==> config.mk <==
export PLATFORM = sky130hd
export DESIGN_NAME = psr_cfg
export DESIGN_NICKNAME = d
export VERILOG_FILES = /design/src/sv/psr_pkg.sv /design/src/sv/psr_cfg.sv
export SDC_FILE = /design/constraint.sdc
export NUM_CORES = 1
export LEC_CHECK = 0
export ABC_CLOCK_PERIOD_IN_PS = 1300
export BUFFER_PORTS_ARGS = -buffer_cell sky130_fd_sc_hd__buf_2
export CORE_UTILIZATION = 35
export DETAILED_ROUTE_END_ITERATION = 7
export PLACE_DENSITY = 0.81
export REMOVE_ABC_BUFFERS = 1
export SLEW_MARGIN = 15
export SYNTH_ARGS = -nofsm -noshare
export SYNTH_HDL_FRONTEND = slang
export SYNTH_SLANG_ARGS = --single-unit
==> constraint.sdc <==
create_clock -name clk -period 1.3 [get_ports clk]
set_input_delay 0.26 -clock clk [delete_from_list [all_inputs] [get_ports clk]]
set_output_delay 0.26 -clock clk [all_outputs]
set_load 0.005 [all_outputs]
==> src/sv/psr_pkg.sv <==
`timescale 1ns / 1ps
package psr_pkg;

    localparam int DIST_FRAC_BITS_DEF = 12;
    localparam int DIST_WIDTH_DEF     = 24;
    localparam int BASE_WIDTH         = 16;
    localparam int POS_WIDTH          = 28;
    localparam int NUM_AXES           = 3;
    localparam int AXIS_X             = 0;
    localparam int AXIS_Y             = 1;
    localparam int AXIS_Z             = 2;
    localparam int MIN_CURV_RESET     = 4;

    // register index as decoded from the word address
    localparam logic IDX_MIN_CURV = 1'b0;

    typedef struct packed {
        logic refined;
        logic neg;
    } psr_axis_stat_t;

    typedef struct packed {
        logic adv;
        logic skid_load;
        logic use_skid;
    } psr_out_ctl_t;

    function automatic int apb_data_width(input int dist_width);
        return (dist_width > 32) ? 64 : 32;
    endfunction

    function automatic int apb_addr_width(input int dist_width);
        return (dist_width > 32) ? 4 : 3;
    endfunction

endpackage

==> src/sv/psr_cfg.sv <==
`timescale 1ns / 1ps
module psr_cfg #(
    parameter int DIST_WIDTH = psr_pkg::DIST_WIDTH_DEF,
    localparam int APB_DW = psr_pkg::apb_data_width(DIST_WIDTH),
    localparam int APB_AW = psr_pkg::apb_addr_width(DIST_WIDTH)
) (
    input  logic                  clk,
    input  logic                  rst_n,
    input  logic                  psel,
    input  logic                  penable,
    input  logic                  pwrite,
    input  logic [APB_AW-1:0]     paddr,
    input  logic [APB_DW-1:0]     pwdata,
    output logic [APB_DW-1:0]     prdata,
    output logic                  pready,
    output logic [DIST_WIDTH-1:0] min_curv
);
    import psr_pkg::*;

    logic [DIST_WIDTH-1:0] min_curv_reg;
    logic [DIST_WIDTH-1:0] min_curv_next;
    logic                  sel_min;

    // top address bit picks the word, byte offset ignored
    assign sel_min = (paddr[APB_AW-1] == IDX_MIN_CURV);

    always_comb
    begin
        min_curv_next = min_curv_reg;
        if (psel && penable && pwrite && sel_min)
        begin
            min_curv_next = pwdata[DIST_WIDTH-1:0];
        end
    end

    always_ff @(posedge clk or negedge rst_n)
    begin
        if (!rst_n)
        begin
            min_curv_reg <= DIST_WIDTH'(MIN_CURV_RESET);
        end
        else
        begin
            min_curv_reg <= min_curv_next;
        end
    end

    assign prdata   = sel_min ? APB_DW'(min_curv_reg) : '0;
    assign pready   = 1'b1;
    assign min_curv = min_curv_reg;

endmodule

==> qor.txt <==
Outcome - finished with violations
Failing checks - negative setup slack
Mapped Area - 1230 um2
Pin count of the biggest net entering global routing - 25
Worst Path Arrival - 1090 ps
R2R Setup Slk - 410 ps
Pre-CTS setup slack - 58.1 ps
Root buffer cell - clkbuf_4
Worst-path fanout max - 3
Max VDD drop - 0.000552 V
Initial antenna violation count - 0
Reg2reg end - min_curv[14]$_DFFE_PN0P_
Hold path endpoint - min_curv[18]$_DFFE_PN0P_
Num Clock Sinks - 24
Die width - 61.3 um
Yosys top cell by area - dfrtp_1
Vias/cell - 4.21
Max Clock Skew - 0 ps
RR Startpoint - min_curv[14]$_DFFE_PN0P_
Total CTS buffers - 3
Leak - 1.03 nW
Max Cap Violations - 0
Via count - 944
Post-route DRC violation count - 0
HP Start - pwdata[18]
Crit end category - output pin
Port bufs - 77
Fin crit period - 1350 ps
Syn-to-layout area delta - 44.6%
Final worst path period share - 104%
Worst r2r path cells - 2
Num rows - 21
Fmax - 0.742 GHz
Layout Nets - 219
Util after Layout - 53.2%
Top Ports - 97
Die area - 3750 um2
Post-DP HPWL - 1800 um
Syn avg cell area - 14.0 um2
Worst setup path class - reg2out
#FFs+latches synth - 24
Detail Route Antenna Nets - 0
Worst-margin pin slew - 530 ps
Synth warnings - 0
Core box area - 3340 um2
WP data required - 1040 ps
Unrepaired setup endpoints after global routing - true
Total GRT Usage - 12.7%
Slew headroom - 64.7%
Mapped Cells - 88
Hold Fails Final Rpt - 0
Die span in y - 61.3 um
First-pass DRT Iterations - 3
Worst Hold Depth - 2
CTS tree - built
Iter 0 DRT Violations - 27
Ratio of cells with drive above 1 in the final layout - 68.0%
PostCTS Resize Cnt - 0
Slew Viols, Final - 0
Final Worst Setup Slack - -48.1 ps
Max FFs per register - 24
Synth area leaders - dfrtp_1 47%, mux2_4 24%, nor2b_1 11%
ANT cells - 0
CTS max path bufs - 2
Total power - 0.00222 W
DRT Wirelength - 2460 um
Cell variety after synth - 11
Sequential share of the synthesized area - 49.0%
Pwr Density - 1250 nW/um2
Per-cell routed wire length - 11.0 um
Clock slew at reported path FFs - 130 ps
Min-Delay Path Class - in2reg
Startpoint Class - flip-flop
Post-synth top area share - 46.8%
First-pass GRT wire length - 3330 um
Later-pin clock latency in the skew report - 300 ps
GP Congestion - 0.628
Initial Utilization - 36.8%
Grt ovf - 0
Max H-tree Level - 1
Vias in the first global route - 725
Setup violators final - 1
==> synthesized netlist by cell type (all sizes together) <==
master and instances:
mux2 24, dfrtp 23, nor2b 22, buf 11
and2b 2, clkbuf 2, conb 2, dfstp 1
nand4b 1
==> layer usage <==
layer	part of all wire (%)	global-route usage, %	vias up
li1	-	-	450
met1	42	15.0	440
met2	48	21.0	52
met3	9.5	4.20	2
met4	0.45	5.84	0
met5	0	0	-
==> where the power goes <==
| group | internal, W | total, W | switching [W] | leakage, nW |
|---|---|---|---|---|
| Sequential | 0.000915 | 0.00102 | 0.000102 | 0.287 |
| Combinational | 0.000559 | 0.000822 | 0.000263 | 0.726 |
| Clock | 0.000171 | 0.000379 | 0.000209 | 0.0210 |
==> repair_timing <==
action	CTS	global route
hold buffers	1	0
setup endpoints to repair	1	15
hold endpoints to repair	23	0
setup buffers	1	10
==> cell type report <==
cell class / instances / area, um2
Tap cell: 46 / 57.6
Fill cell: 297 / 1560
Multi-Input combinational cell: 58 / 556
Timing Repair Buffer: 92 / 526
Clock buffer: 4 / 36.3
Sequential cell: 24 / 602
==> critical path, stage by stage (launching register included) <==
cell and delay [ps]:
dfstp_2 560, nor2b_1 110, buf_2 110
==> how the worst max path moves through the flow <==
stage,slack [ps],startpoint,end,cells past startpoint
finish,-50,min_curv[2]$_DFFE_PN1P_,prdata[2],2
global route,-150,min_curv[2]$_DFFE_PN1P_,prdata[2],2
CTS,-60,min_curv[2]$_DFFE_PN1P_,prdata[2],2
detailed placement,60,paddr[2],min_curv[21]$_DFFE_PN0P_,4
global placement,70,paddr[2],min_curv[14]$_DFFE_PN0P_,4
floorplan,30,paddr[2],min_curv[0]$_DFFE_PN0P_,2
==> layout by cell type (no fill, tap or decap) <==
cell,instances
dfrtp_1,23
buf_2,77
dfstp_2,1
conb_1,9
clkbuf_4,3
clkbuf_8,1
mux2_2,4
dlygate4sd3_1,1
nand4b_4,1
buf_12,2
nor2b_1,22
and2b_1,2
buf_4,12
mux2_4,20
==> through the flow <==
step / hold slack (ps) / instances / TNS (ps) / cell area, um2
after floorplan: -35.6 / 82 / 0 / 1160
after global placement: 270 / 208 / 0 / 1650
after detailed placement: 268 / 208 / 0 / 1650
after CTS: 160 / 214 / -62.0 / 1700
after global routing: 149 / 224 / -262 / 1780
final: 173 / 224 / -48.1 / 1780
==> cells by family (layout without fill, tap and decap cells) <==
| family | Yosys count | count (layout) | synth area share (%) |
|---|---|---|---|
| buf+inv | 13 | 96 | 7.94 |
| flops | 24 | 24 | 49.0 |
| mux | 24 | 24 | 28.1 |
| other cells | 2 | 9 | 0.611 |
| simple gates | 25 | 25 | 14.4 |
Note: power is estimated with default switching activity, not from simulation.
