--- config.mk ---
export PLATFORM = sky130hd
export DESIGN_NAME = psr_merge
export DESIGN_NICKNAME = d
export VERILOG_FILES = /design/src/sv/psr_pkg.sv /design/src/sv/psr_merge.sv
export SDC_FILE = /design/constraint.sdc
export NUM_CORES = 1
export LEC_CHECK = 0
export BUFFER_PORTS_ARGS = -buffer_cell sky130_fd_sc_hd__buf_2
export CAP_MARGIN = 20
export CORE_ASPECT_RATIO = 0.7
export CORE_MARGIN = 2
export CORE_UTILIZATION = 55
export CTS_CLUSTER_SIZE = 20
export DETAILED_ROUTE_END_ITERATION = 8
export PLACE_DENSITY = 0.81
export SYNTH_ARGS = -nofsm -noshare
export SYNTH_HDL_FRONTEND = slang
export SYNTH_SLANG_ARGS = --single-unit
--- constraint.sdc ---
create_clock -name clk -period 2.5 [get_ports clk]
set_input_delay 0.25 -clock clk [delete_from_list [all_inputs] [get_ports clk]]
set_output_delay 0.25 -clock clk [all_outputs]
set_load 0.05 [all_outputs]
--- src/sv/psr_pkg.sv ---
`timescale 1ns / 1ps
package psr_pkg;

    localparam int DIST_FRAC_BITS_DEF = 12;
    localparam int DIST_WIDTH_DEF     = 24;
    localparam int BASE_WIDTH         = 16;
    localparam int POS_WIDTH          = 28;
    localparam int NUM_AXES           = 3;
    localparam int AXIS_X             = 0;
    localparam int AXIS_Y             = 1;
    localparam int AXIS_Z             = 2;
    localparam int MIN_CURV_RESET     = 4;

    // register index as decoded from the word address
    localparam logic IDX_MIN_CURV = 1'b0;

    typedef struct packed {
        logic refined;
        logic neg;
    } psr_axis_stat_t;

    typedef struct packed {
        logic adv;
        logic skid_load;
        logic use_skid;
    } psr_out_ctl_t;

    function automatic int apb_data_width(input int dist_width);
        return (dist_width > 32) ? 64 : 32;
    endfunction

    function automatic int apb_addr_width(input int dist_width);
        return (dist_width > 32) ? 4 : 3;
    endfunction

endpackage

--- src/sv/psr_merge.sv ---
`timescale 1ns / 1ps
module psr_merge #(
    parameter int DIST_FRAC_BITS = psr_pkg::DIST_FRAC_BITS_DEF
) (
    input  logic                                 clk,
    input  psr_pkg::psr_out_ctl_t                ctl,
    input  logic signed [psr_pkg::BASE_WIDTH-1:0] base [psr_pkg::NUM_AXES],
    input  logic [DIST_FRAC_BITS-2:0]            q    [psr_pkg::NUM_AXES],
    input  psr_pkg::psr_axis_stat_t              stat [psr_pkg::NUM_AXES],
    output logic signed [psr_pkg::POS_WIDTH-1:0] pos  [psr_pkg::NUM_AXES],
    output logic                                 refined [psr_pkg::NUM_AXES]
);
    import psr_pkg::*;

    logic signed [POS_WIDTH-1:0] pos_next     [NUM_AXES];
    logic signed [POS_WIDTH-1:0] mrg_pos_reg  [NUM_AXES];
    logic                        mrg_ref_reg  [NUM_AXES];
    logic signed [POS_WIDTH-1:0] skid_pos_reg [NUM_AXES];
    logic                        skid_ref_reg [NUM_AXES];

    for (genvar a = 0; a < NUM_AXES; a = a + 1)
    begin : g_axis
        logic signed [POS_WIDTH-1:0] shifted;
        logic [POS_WIDTH-1:0]        corr;

        // base moved to fixed point, wraps modulo the position width
        assign shifted = {{(POS_WIDTH-BASE_WIDTH){base[a][BASE_WIDTH-1]}}, base[a]}
                         << DIST_FRAC_BITS;
        assign corr    = POS_WIDTH'(q[a]);

        always_comb
        begin
            pos_next[a] = shifted;
            if (stat[a].refined)
            begin
                pos_next[a] = stat[a].neg ? (shifted - corr) : (shifted + corr);
            end
        end

        always_ff @(posedge clk)
        begin
            if (ctl.adv)
            begin
                mrg_pos_reg[a] <= pos_next[a];
                mrg_ref_reg[a] <= stat[a].refined;
            end
            if (ctl.skid_load)
            begin
                skid_pos_reg[a] <= mrg_pos_reg[a];
                skid_ref_reg[a] <= mrg_ref_reg[a];
            end
        end

        assign pos[a]     = ctl.use_skid ? skid_pos_reg[a] : mrg_pos_reg[a];
        assign refined[a] = ctl.use_skid ? skid_ref_reg[a] : mrg_ref_reg[a];
    end

endmodule

==> impl_metrics.env <==
export IMPL_htreeDepth=4
export IMPL_startpoint_type="input pin"
export IMPL_grt_pass1_wl_mm=26.0
export IMPL_drtIter0Drc=277
export IMPL_drv_cap=0
export IMPL_synth_seq_cells=174
export IMPL_core_mm2=0.0146
export IMPL_antenna_cells=0
export IMPL_setup_violations=0
export IMPL_finalHoldViolCount=0
export IMPL_firstDrtPassIters=4
export IMPL_antenna_found_initial=0
export IMPL_numClockSinks=174
export IMPL_multiInputGateArea_mm2=0.00281
export IMPL_min_period_ns=1.80
export IMPL_gp_congestion=0.897
export IMPL_via_count=5128
export IMPL_synth_top_area_share_pct=64.2
export IMPL_portBuffers=177
export IMPL_syn_num_nets=631
export IMPL_setup_ws_ns=0.698
export IMPL_start_util_pct=55.8
export IMPL_grt_max_degree=52
export IMPL_p_per_area_mw_per_mm2=764
export IMPL_syn_cell_area_mm2=0.00814
export IMPL_synth_cell_types=43
export IMPL_synthMuxAreaShare_pct=12.4
export IMPL_post_drt_wl_per_cell_um=18.0
export IMPL_place_ws_ns=0.257
export IMPL_synth_ff_type="edfxtp_1"
export IMPL_final_layout_size_suffix_gt1_share_pct=38.2
export IMPL_ir_drop_v=0.000472
export IMPL_grt_setup_unrepaired="false"
export IMPL_synth_top_family_by_area="multiplexers"
export IMPL_tritoncts="yes"
export IMPL_die_area_mm2=0.0158
export IMPL_slew_violations=0
export IMPL_clkLatencyLatePin_ns=0.43
export IMPL_synth_edf_count=174
export IMPL_root_buffer="clkbuf_16"
export IMPL_fin_skew_ns=0.00755
export IMPL_synth_avg_cell_area_um2=15.2
export IMPL_synth_compound_area_share_pct=2.69
export IMPL_synth_cells=537
export IMPL_dp_final_hpwl_mm=12.0
export IMPL_critPathKind="input pin to flip-flop"
export IMPL_path_clk_slew_ns=0.07
export IMPL_synthSimpleGateAreaFrac_pct=10.9
export IMPL_clockBufferDepth=2
export IMPL_ys_top_cells_by_count="174 x edfxtp_1, 57 x mux2_2, 53 x xnor2_1, 30 x and2_1, 30 x mux2_1"
export IMPL_die_height_um=106
export IMPL_status="completed"
export IMPL_cts_setup_buffers=0
export IMPL_io_pins=178
export IMPL_hp_class="input pin to flip-flop"
export IMPL_synth_area_leaders="edfxtp_1 64%, mux2_2 7.9%, xnor2_1 5.7%"
export IMPL_cp_end_kind="flip-flop"
export IMPL_total_leakage_power_nw=3.69
export IMPL_grt_overflow=0
export IMPL_grtUsageTotal_pct=21.8
export IMPL_cts_buffers=17
export IMPL_cts_hold_buf=0
export IMPL_ys_seq_area_share_pct=64.2
export IMPL_path_max_fanout=4
export IMPL_area_growth_pct=22.2
export IMPL_viasPerCell=5.50
export IMPL_cts_resized=0
export IMPL_cp_arrival_ns=1.98
export IMPL_fin_util_pct=68.2
export IMPL_fin_crit_sh_pct=72.1
export IMPL_final_area_mm2=0.00995
export IMPL_synth_warnings=0
export IMPL_num_fill_cells=1018
export IMPL_cp_required_ns=2.68
export IMPL_relSlewSlack_pct=64.6
export IMPL_fmax_mhz=555
export IMPL_async_flop_share_pct=0
export IMPL_dpl_cell_area_mm2=0.00933
export IMPL_ant_nets=0
export IMPL_synthAdderAreaFrac_pct=0.461
export IMPL_rows=37
export IMPL_drt_drc_violations_left=0
export IMPL_tightestPinTransition_ns=0.526
export IMPL_die_w_um=149
export IMPL_grt_pass1_vias=5128
export IMPL_yosysMostFrequentCell="edfxtp_1"
export IMPL_seqCellArea_mm2=0.00523
export IMPL_synth_xor_area_share_pct=8.07
export IMPL_nets=819
export IMPL_synth_top_area_cell="edfxtp_1"
export IMPL_drt_total_wl_mm=16.8
export IMPL_setup_tns_final_ns=0
critical path: stages:
cell and delay, ns:
buf_2 0.11, or4_1 0.54, or4_4 0.54, or3b_1 0.40, xnor2_1 0.13
metal layers:
layer  wire (µm)  global-route usage (%)
met5           0                       0
met2        8280                    35.6
met4         258                    9.25
met1        7420                    28.2
met3         799                    4.81
stage by stage:
stage          power [mW]  std cells  hold WS, ns
2_1_floorplan        4.47        537        0.349
3_3_place_gp         4.85        901        0.422
5_1_grt              7.86        933        0.116
3_5_place_dp         4.90        901        0.430
4_1_cts              7.66        933        0.100
6_report             7.61        933        0.117
power breakdown:
part           switching [mW]  internal [mW]
Clock                    1.10           1.68
Combinational           0.880          0.377
Sequential             0.0846           3.49
Total                    2.06           5.55
cell families (layout without fill, tap and decap cells):
group,after synthesis,after routing
buf+inv,28,229
compound gates,28,28
flops,174,174
xor+xnor,75,75
mux,90,90
simple gates,139,139
fa+ha+maj,3,3
area by class of cell:
type | count | share of cell area [%]
Clock buffer | 19 | 4.35
Clock inverter | 13 | 1.87
Inverter | 8 | 0.302
Multi-Input combinational cell | 335 | 28.3
Sequential cell | 174 | 52.5
Tap cell | 195 | 2.45
Timing Repair Buffer | 189 | 10.3
worst paths after layout:
check,from,end,slack [ns],depth (start not counted)
hold / removal,base[15],mrg_pos_reg[0][83],0.12,2
setup / recovery,base[34],mrg_pos_reg[0][23],0.70,5
hold reg to reg,mrg_pos_reg[0][55],skid_pos_reg[0][55],0.44,0
setup reg to reg,mrg_pos_reg[0][26],skid_pos_reg[0][26],1.81,0
layout by cell type (no fill, tap or decap), types with 5 or more instances in the layout:
cell type	synthesis	layout
buf_2	1	174
edfxtp_1	174	174
mux2_2	57	57
xnor2_1	53	53
mux2_1	30	30
and2_1	30	30
xor2_1	22	22
clkbuf_16	0	17
nor2_1	13	13
nor3_1	12	12
buf_4	0	12
or4_1	11	11
or3_1	10	10
nand2_1	9	9
inv_1	8	8
o31ai_1	8	8
o21ai_1	8	8
nor4_1	7	7
nand3_1	7	7
o41ai_1	6	6
nor2b_1	5	5
No activity file was read; power rests on OpenSTA's default activity.
