## src/sv/psr_pkg.sv

```systemverilog
`timescale 1ns / 1ps
package psr_pkg;

    localparam int DIST_FRAC_BITS_DEF = 12;
    localparam int DIST_WIDTH_DEF     = 24;
    localparam int BASE_WIDTH         = 16;
    localparam int POS_WIDTH          = 28;
    localparam int NUM_AXES           = 3;
    localparam int AXIS_X             = 0;
    localparam int AXIS_Y             = 1;
    localparam int AXIS_Z             = 2;
    localparam int MIN_CURV_RESET     = 4;

    // register index as decoded from the word address
    localparam logic IDX_MIN_CURV = 1'b0;

    typedef struct packed {
        logic refined;
        logic neg;
    } psr_axis_stat_t;

    typedef struct packed {
        logic adv;
        logic skid_load;
        logic use_skid;
    } psr_out_ctl_t;

    function automatic int apb_data_width(input int dist_width);
        return (dist_width > 32) ? 64 : 32;
    endfunction

    function automatic int apb_addr_width(input int dist_width);
        return (dist_width > 32) ? 4 : 3;
    endfunction

endpackage

```

## src/sv/psr_lane.sv

```systemverilog
`timescale 1ns / 1ps
module psr_lane #(
    parameter int DIST_FRAC_BITS = psr_pkg::DIST_FRAC_BITS_DEF,
    parameter int DIST_WIDTH     = psr_pkg::DIST_WIDTH_DEF
) (
    input  logic                                clk,
    input  logic                                adv,
    input  logic signed [psr_pkg::BASE_WIDTH-1:0] base,
    input  logic [DIST_WIDTH-1:0]               c,
    input  logic [DIST_WIDTH-1:0]               l,
    input  logic [DIST_WIDTH-1:0]               r,
    input  logic [DIST_WIDTH-1:0]               min_curv,
    output logic signed [psr_pkg::BASE_WIDTH-1:0] base_o,
    output logic [DIST_FRAC_BITS-2:0]           q_o,
    output psr_pkg::psr_axis_stat_t             stat_o
);
    import psr_pkg::*;

    localparam int QW = DIST_FRAC_BITS - 1;
    localparam int CW = DIST_WIDTH + 1;
    localparam int RW = DIST_WIDTH + 2;

    logic                  l_up;
    logic                  r_up;
    logic                  fit;
    logic [RW-1:0]         curv2;
    logic [DIST_WIDTH-1:0] diff;

    logic [CW-1:0]                rem_reg   [QW+1];
    logic [CW-1:0]                rem_next  [QW+1];
    logic [CW-1:0]                den_reg   [QW+1];
    logic [CW-1:0]                den_next  [QW+1];
    logic [QW-1:0]                q_reg     [QW+1];
    logic [QW-1:0]                q_next    [QW+1];
    logic signed [BASE_WIDTH-1:0] base_reg  [QW+1];
    logic signed [BASE_WIDTH-1:0] base_next [QW+1];
    psr_axis_stat_t               stat_reg  [QW+1];
    psr_axis_stat_t               stat_next [QW+1];

    // front: neighbour tests, curvature l+r-2c and |l-r|
    assign l_up  = l > c;
    assign r_up  = r > c;
    assign curv2 = {2'b00, l} + {2'b00, r} - {1'b0, c, 1'b0};
    assign fit   = l_up && r_up && (curv2 > {1'b0, min_curv, 1'b0});
    assign diff  = (l >= r) ? (l - r) : (r - l);

    assign rem_next[0]  = {1'b0, diff};
    assign den_next[0]  = curv2[CW-1:0];
    assign q_next[0]    = '0;
    assign base_next[0] = base;
    assign stat_next[0] = {fit, (l < r)};

    // restoring division, one quotient bit per stage: |l-r| * 2^(f-1) / curv2
    for (genvar k = 1; k <= QW; k = k + 1)
    begin : g_step
        logic [RW-1:0] rem2;
        logic          ge;

        assign rem2         = {rem_reg[k-1], 1'b0};
        assign ge           = rem2 >= {1'b0, den_reg[k-1]};
        assign rem_next[k]  = ge ? CW'(rem2 - {1'b0, den_reg[k-1]}) : CW'(rem2);
        assign den_next[k]  = den_reg[k-1];
        assign q_next[k]    = {q_reg[k-1][QW-2:0], ge};
        assign base_next[k] = base_reg[k-1];
        assign stat_next[k] = stat_reg[k-1];
    end

    for (genvar k = 0; k <= QW; k = k + 1)
    begin : g_stage
        always_ff @(posedge clk)
        begin
            if (adv)
            begin
                rem_reg[k]  <= rem_next[k];
                den_reg[k]  <= den_next[k];
                q_reg[k]    <= q_next[k];
                base_reg[k] <= base_next[k];
                stat_reg[k] <= stat_next[k];
            end
        end
    end

    assign base_o = base_reg[QW];
    assign q_o    = q_reg[QW];
    assign stat_o = stat_reg[QW];

endmodule

```

## config.mk

```make
export PLATFORM = sky130hd
export DESIGN_NAME = psr_lane
export DESIGN_NICKNAME = d
export VERILOG_FILES = /design/src/sv/psr_pkg.sv /design/src/sv/psr_lane.sv
export SDC_FILE = /design/constraint.sdc
export NUM_CORES = 2
export LEC_CHECK = 0
export ABC_AREA = 1
export BUFFER_PORTS_ARGS = -buffer_cell sky130_fd_sc_hd__buf_2
export CORE_MARGIN = 8
export CORE_UTILIZATION = 57
export DETAILED_ROUTE_END_ITERATION = 10
export GPL_TIMING_DRIVEN = 0
export HOLD_SLACK_MARGIN = 0.02
export PLACE_DENSITY = 0.74
export SLEW_MARGIN = 0
export SYNTH_ARGS = -nofsm -noshare
export SYNTH_HDL_FRONTEND = slang
export SYNTH_SLANG_ARGS = --single-unit
```

## constraint.sdc

```tcl
create_clock -name clk -period 4.9 [get_ports clk]
set_clock_uncertainty 0.05 [all_clocks]
set_input_delay 0.98 -clock clk [delete_from_list [all_inputs] [get_ports clk]]
set_output_delay 0.98 -clock clk [all_outputs]
set_load 0.005 [all_outputs]
```

==> impl_results.md <==
* Outcome: completed
* Via density at 5.58
* CTS tree: built
* Startpoint types: primary input
* Vias at 42,900
* CTS sink cnt at 830
* Layout fillers at 8,109
* Clock Latency Late Sink at 0.67 ns
* Most frequent CP cell: a21oi_1
* Worst r2r src: den_reg[0][0]
* Worst Max-Slew Pin Slew at 0.919 ns
* First-pass iteration count of the detailed router at 6
* Die footprint at 104,000 sq um
* Unrepaired setup endpoints after global routing: false
* Nets@finish at 6,929
* Period utilization at 0.951
* HP Start: base_reg[1][3]
* Power consumption at 35,500 uW
* Crit path buffers/inverters at 3
* Setup Buffers After CTS at 0
* Reg2Reg Depth at 14
* Post-DRT Antenna Nets at 0
* # H-tree levels at 3
* Power Density at 606 nW/um^2
* Initial antenna violation count at 2
* Crit-path cells: buf_2 > inv_1 > fa_1 > inv_1 > ha_1 > a21oi_1 > o21ai_0 > a21oi_1 > nand3_1 > xor2_1 > ha_1 > nand4_1 > nor3_1 > nand2_1 > nor2_1 > nand3_1 > nand2_1 > a21oi_1
* Met3 WL at 9620 microns
* Fmax at 215 MHz
* Fin. Hold Viols at 0
* Reg area at 24,900 sq um
* Tmin final at 4.66 ns
* WL met1 at 66,700 microns
* Share of post-route cells with drive strength above 1 at 0.0661
* Top delay family on crit path: adder cells
* First-pass GRT wire length at 236,000 microns
* Critical path's slowest cell: a21oi_1
* GR Overflow Total at 0
* Arr. time, crit path at 5.01 ns
* Crit path largest cell delay at 0.59 ns
* Slew HR at 0.387
* Data required, critical path at 5.25 ns
* Area of the multi-input gates at 24,200 sq um
* Area of the core at 93,000 sq um
* Worst setup startpoint: l[19]
* Most used DFF post-synth: edfxtp_1
* Worst R2R Setup Slack at 1.85 ns
* Crit Path Category: primary input to flip-flop
* Crit-path max FO at 4
* Initial cell density of the core at 0.573
* Num rows at 112
* Port Buffers at 142
* Max Cap Violations at 0
* Residual DRC at 0
* Clk slew on worst S/H paths at 0.07 ns
* Hold Crit Depth at 0
* Largest net degree at the start of global routing at 138
* Crit end category: flip-flop
* Gr usage total at 0.295
* Syn Nets at 6,695
* Setup Viol. Count Final at 0
* Clk buf depth at 3
* Async S/R FF share, synth at 0
* DP HPWL at 125,000 microns
* Worst min path class: flip-flop to flip-flop
* CTS root buffer: clkbuf_16
* Reg-to-reg endpoint: rem_reg[1][0]
* DR WL/cell at 20.2 microns
* Hold Slack at 0.358 ns
* Gpl congestion at 1.02
* Pins over their slew limit at 0
* Die width at 322 microns
* Netlist cell types at 46
* Register area share after synthesis at 0.467
* IR Drop Worst-Case VDD at 0.381 mV
* Post-synth EDFFs at 830
* Flip-flop and latch count after synthesis at 830
* # hold bufs at CTS at 0
* Highest Signal Layer: met4
* IO Pins at 143
* Num CTS Buffers at 84
* Max FFs per register at 275
* Iter 0 DRT Violations at 4,242
* Syn Inst Count at 6,128
* Syn avg cell area at 8.70 sq um
* Layout area overhead at 9.73%
* Routed WL at 155,000 microns
* Leakage at 0.0274 uW
* Vias in the first global route at 41,600
* Post-CTS Resized at 0
* Die height at 322 microns
* Synth Cell Area at 53,300 sq um
* Metal2 WL at 71,600 microns
* Worst hold endpoint: base_reg[1][19]
* Yosys Warn Count at 0
==> worst max path at each step <==
stage	slack, ns	end	cells after the start
4_1_cts	0.44	stat_reg[0][1]	18
5_1_grt	0.28	stat_reg[0][1]	20
2_1_floorplan	0.96	stat_reg[0][1]	19
6_report	0.24	stat_reg[0][1]	18
3_3_place_gp	-9.46	den_reg[9][0]	1
3_5_place_dp	-0.29	stat_reg[0][1]	18
==> per-stage QoR <==
stage	cell area, sq um	util	TNS (ns)	worst slack, ns	instances
floorplan	53300	-	0	0.961	6128
global placement	55600	0.597	-7668.60	-9.46	7524
detailed placement	55800	0.599	-0.294	-0.294	7530
CTS	58500	0.629	0	0.437	7683
global route	58500	0.629	0	0.280	7683
finish	58500	0.629	0	0.242	7684
==> kinds of logic (layout without fill, tap and decap cells) <==
kind of cell | Yosys count | count (layout) | synth area share
simple gates | 2856 | 2856 | 0.232
buf+inv | 1043 | 1344 | 0.0781
flops | 830 | 830 | 0.467
compound gates | 743 | 743 | 0.0780
fa+ha+maj | 453 | 453 | 0.111
xor+xnor | 203 | 203 | 0.0333
other cells | 0 | 1 | 0
==> cells in the final DEF (no fill, tap or decap), types with 11 or more instances in the layout <==
master     Yosys  final
fa_1          34     34
nand3_1      255    255
clkbuf_1      22     33
edfxtp_1     830    830
clkinv_2       0     13
xnor2_1       64     64
o21bai_1      46     46
nand3b_1      18     18
nand2_1     1663   1663
o21a_1        14     14
clkinv_1       0     19
nand4_1      336    336
ha_1         419    419
xor2_1       139    139
nor2_1       451    451
nand2_2       26     26
o21ai_2       14     14
clkbuf_16      0     84
a21boi_0      15     15
inv_1        941    941
buf_6         25     25
a21oi_1      390    390
and2_1        11     11
o21ai_0      212    212
a21o_1        22     22
nor3_1        54     54
buf_2         34    175
==> synthesized netlist by cell type (11+ instances only) <==
cell type     n  area (sq um)
nand2_2      26           163
a21boi_0     15           113
nor2_1      451          1690
fa_1         34           681
buf_2        34           170
a21o_1       22           165
nand4_1     336          2100
inv_1       941          3530
nor3_1       54           270
xnor2_1      64           561
o21a_1       14           105
edfxtp_1    830         24900
nand2_1    1663          6240
nand3b_1     18           135
o21ai_2      14           123
xor2_1      139          1220
o21ai_0     212          1060
a21oi_1     390          1950
ha_1        419          5240
nand3_1     255          1280
buf_6        25           282
clkbuf_1     22          82.6
o21bai_1     46           345
and2_1       11          68.8
==> power by group <==
| group | internal [uW] | switching [uW] | leakage (uW) |
|---|---|---|---|
| combinational | 5870 | 11700 | 0.0179 |
| sequential | 10300 | 1230 | 0.00815 |
| clock | 3530 | 2830 | 0.00132 |
| total | 19700 | 15800 | 0.0274 |
==> routing by layer <==
layer  GRT usage  up-vias
li1            -    21100
met1       0.394    20000
met2       0.486     1509
met3      0.0374      290
met4       0.120        0
met5           0        -
==> cell type report <==
type,count,share of cell area
Sequential cell,830,0.426
Multi-Input combinational cell,4255,0.414
Inverter,951,0.0610
Clock buffer,95,0.0366
Tap cell,1254,0.0268
Timing Repair Buffer,148,0.0151
Buffer,92,0.0102
Clock inverter,58,0.0100
Antenna cell,1,0.0000428
==> worst register-to-register path: cells and delay by family, from the launching register on <==
| family | cells | cell delay, ns |
|---|---|---|
| AOI/OAI and AO/OA | 1 | 0.34 |
| adders and majority gates | 1 | 0.21 |
| buffers and inverters | 4 | 0.58 |
| DFF | 1 | 0.54 |
| and+or+nand+nor | 8 | 1.06 |
(Power assumes the default switching activity.)
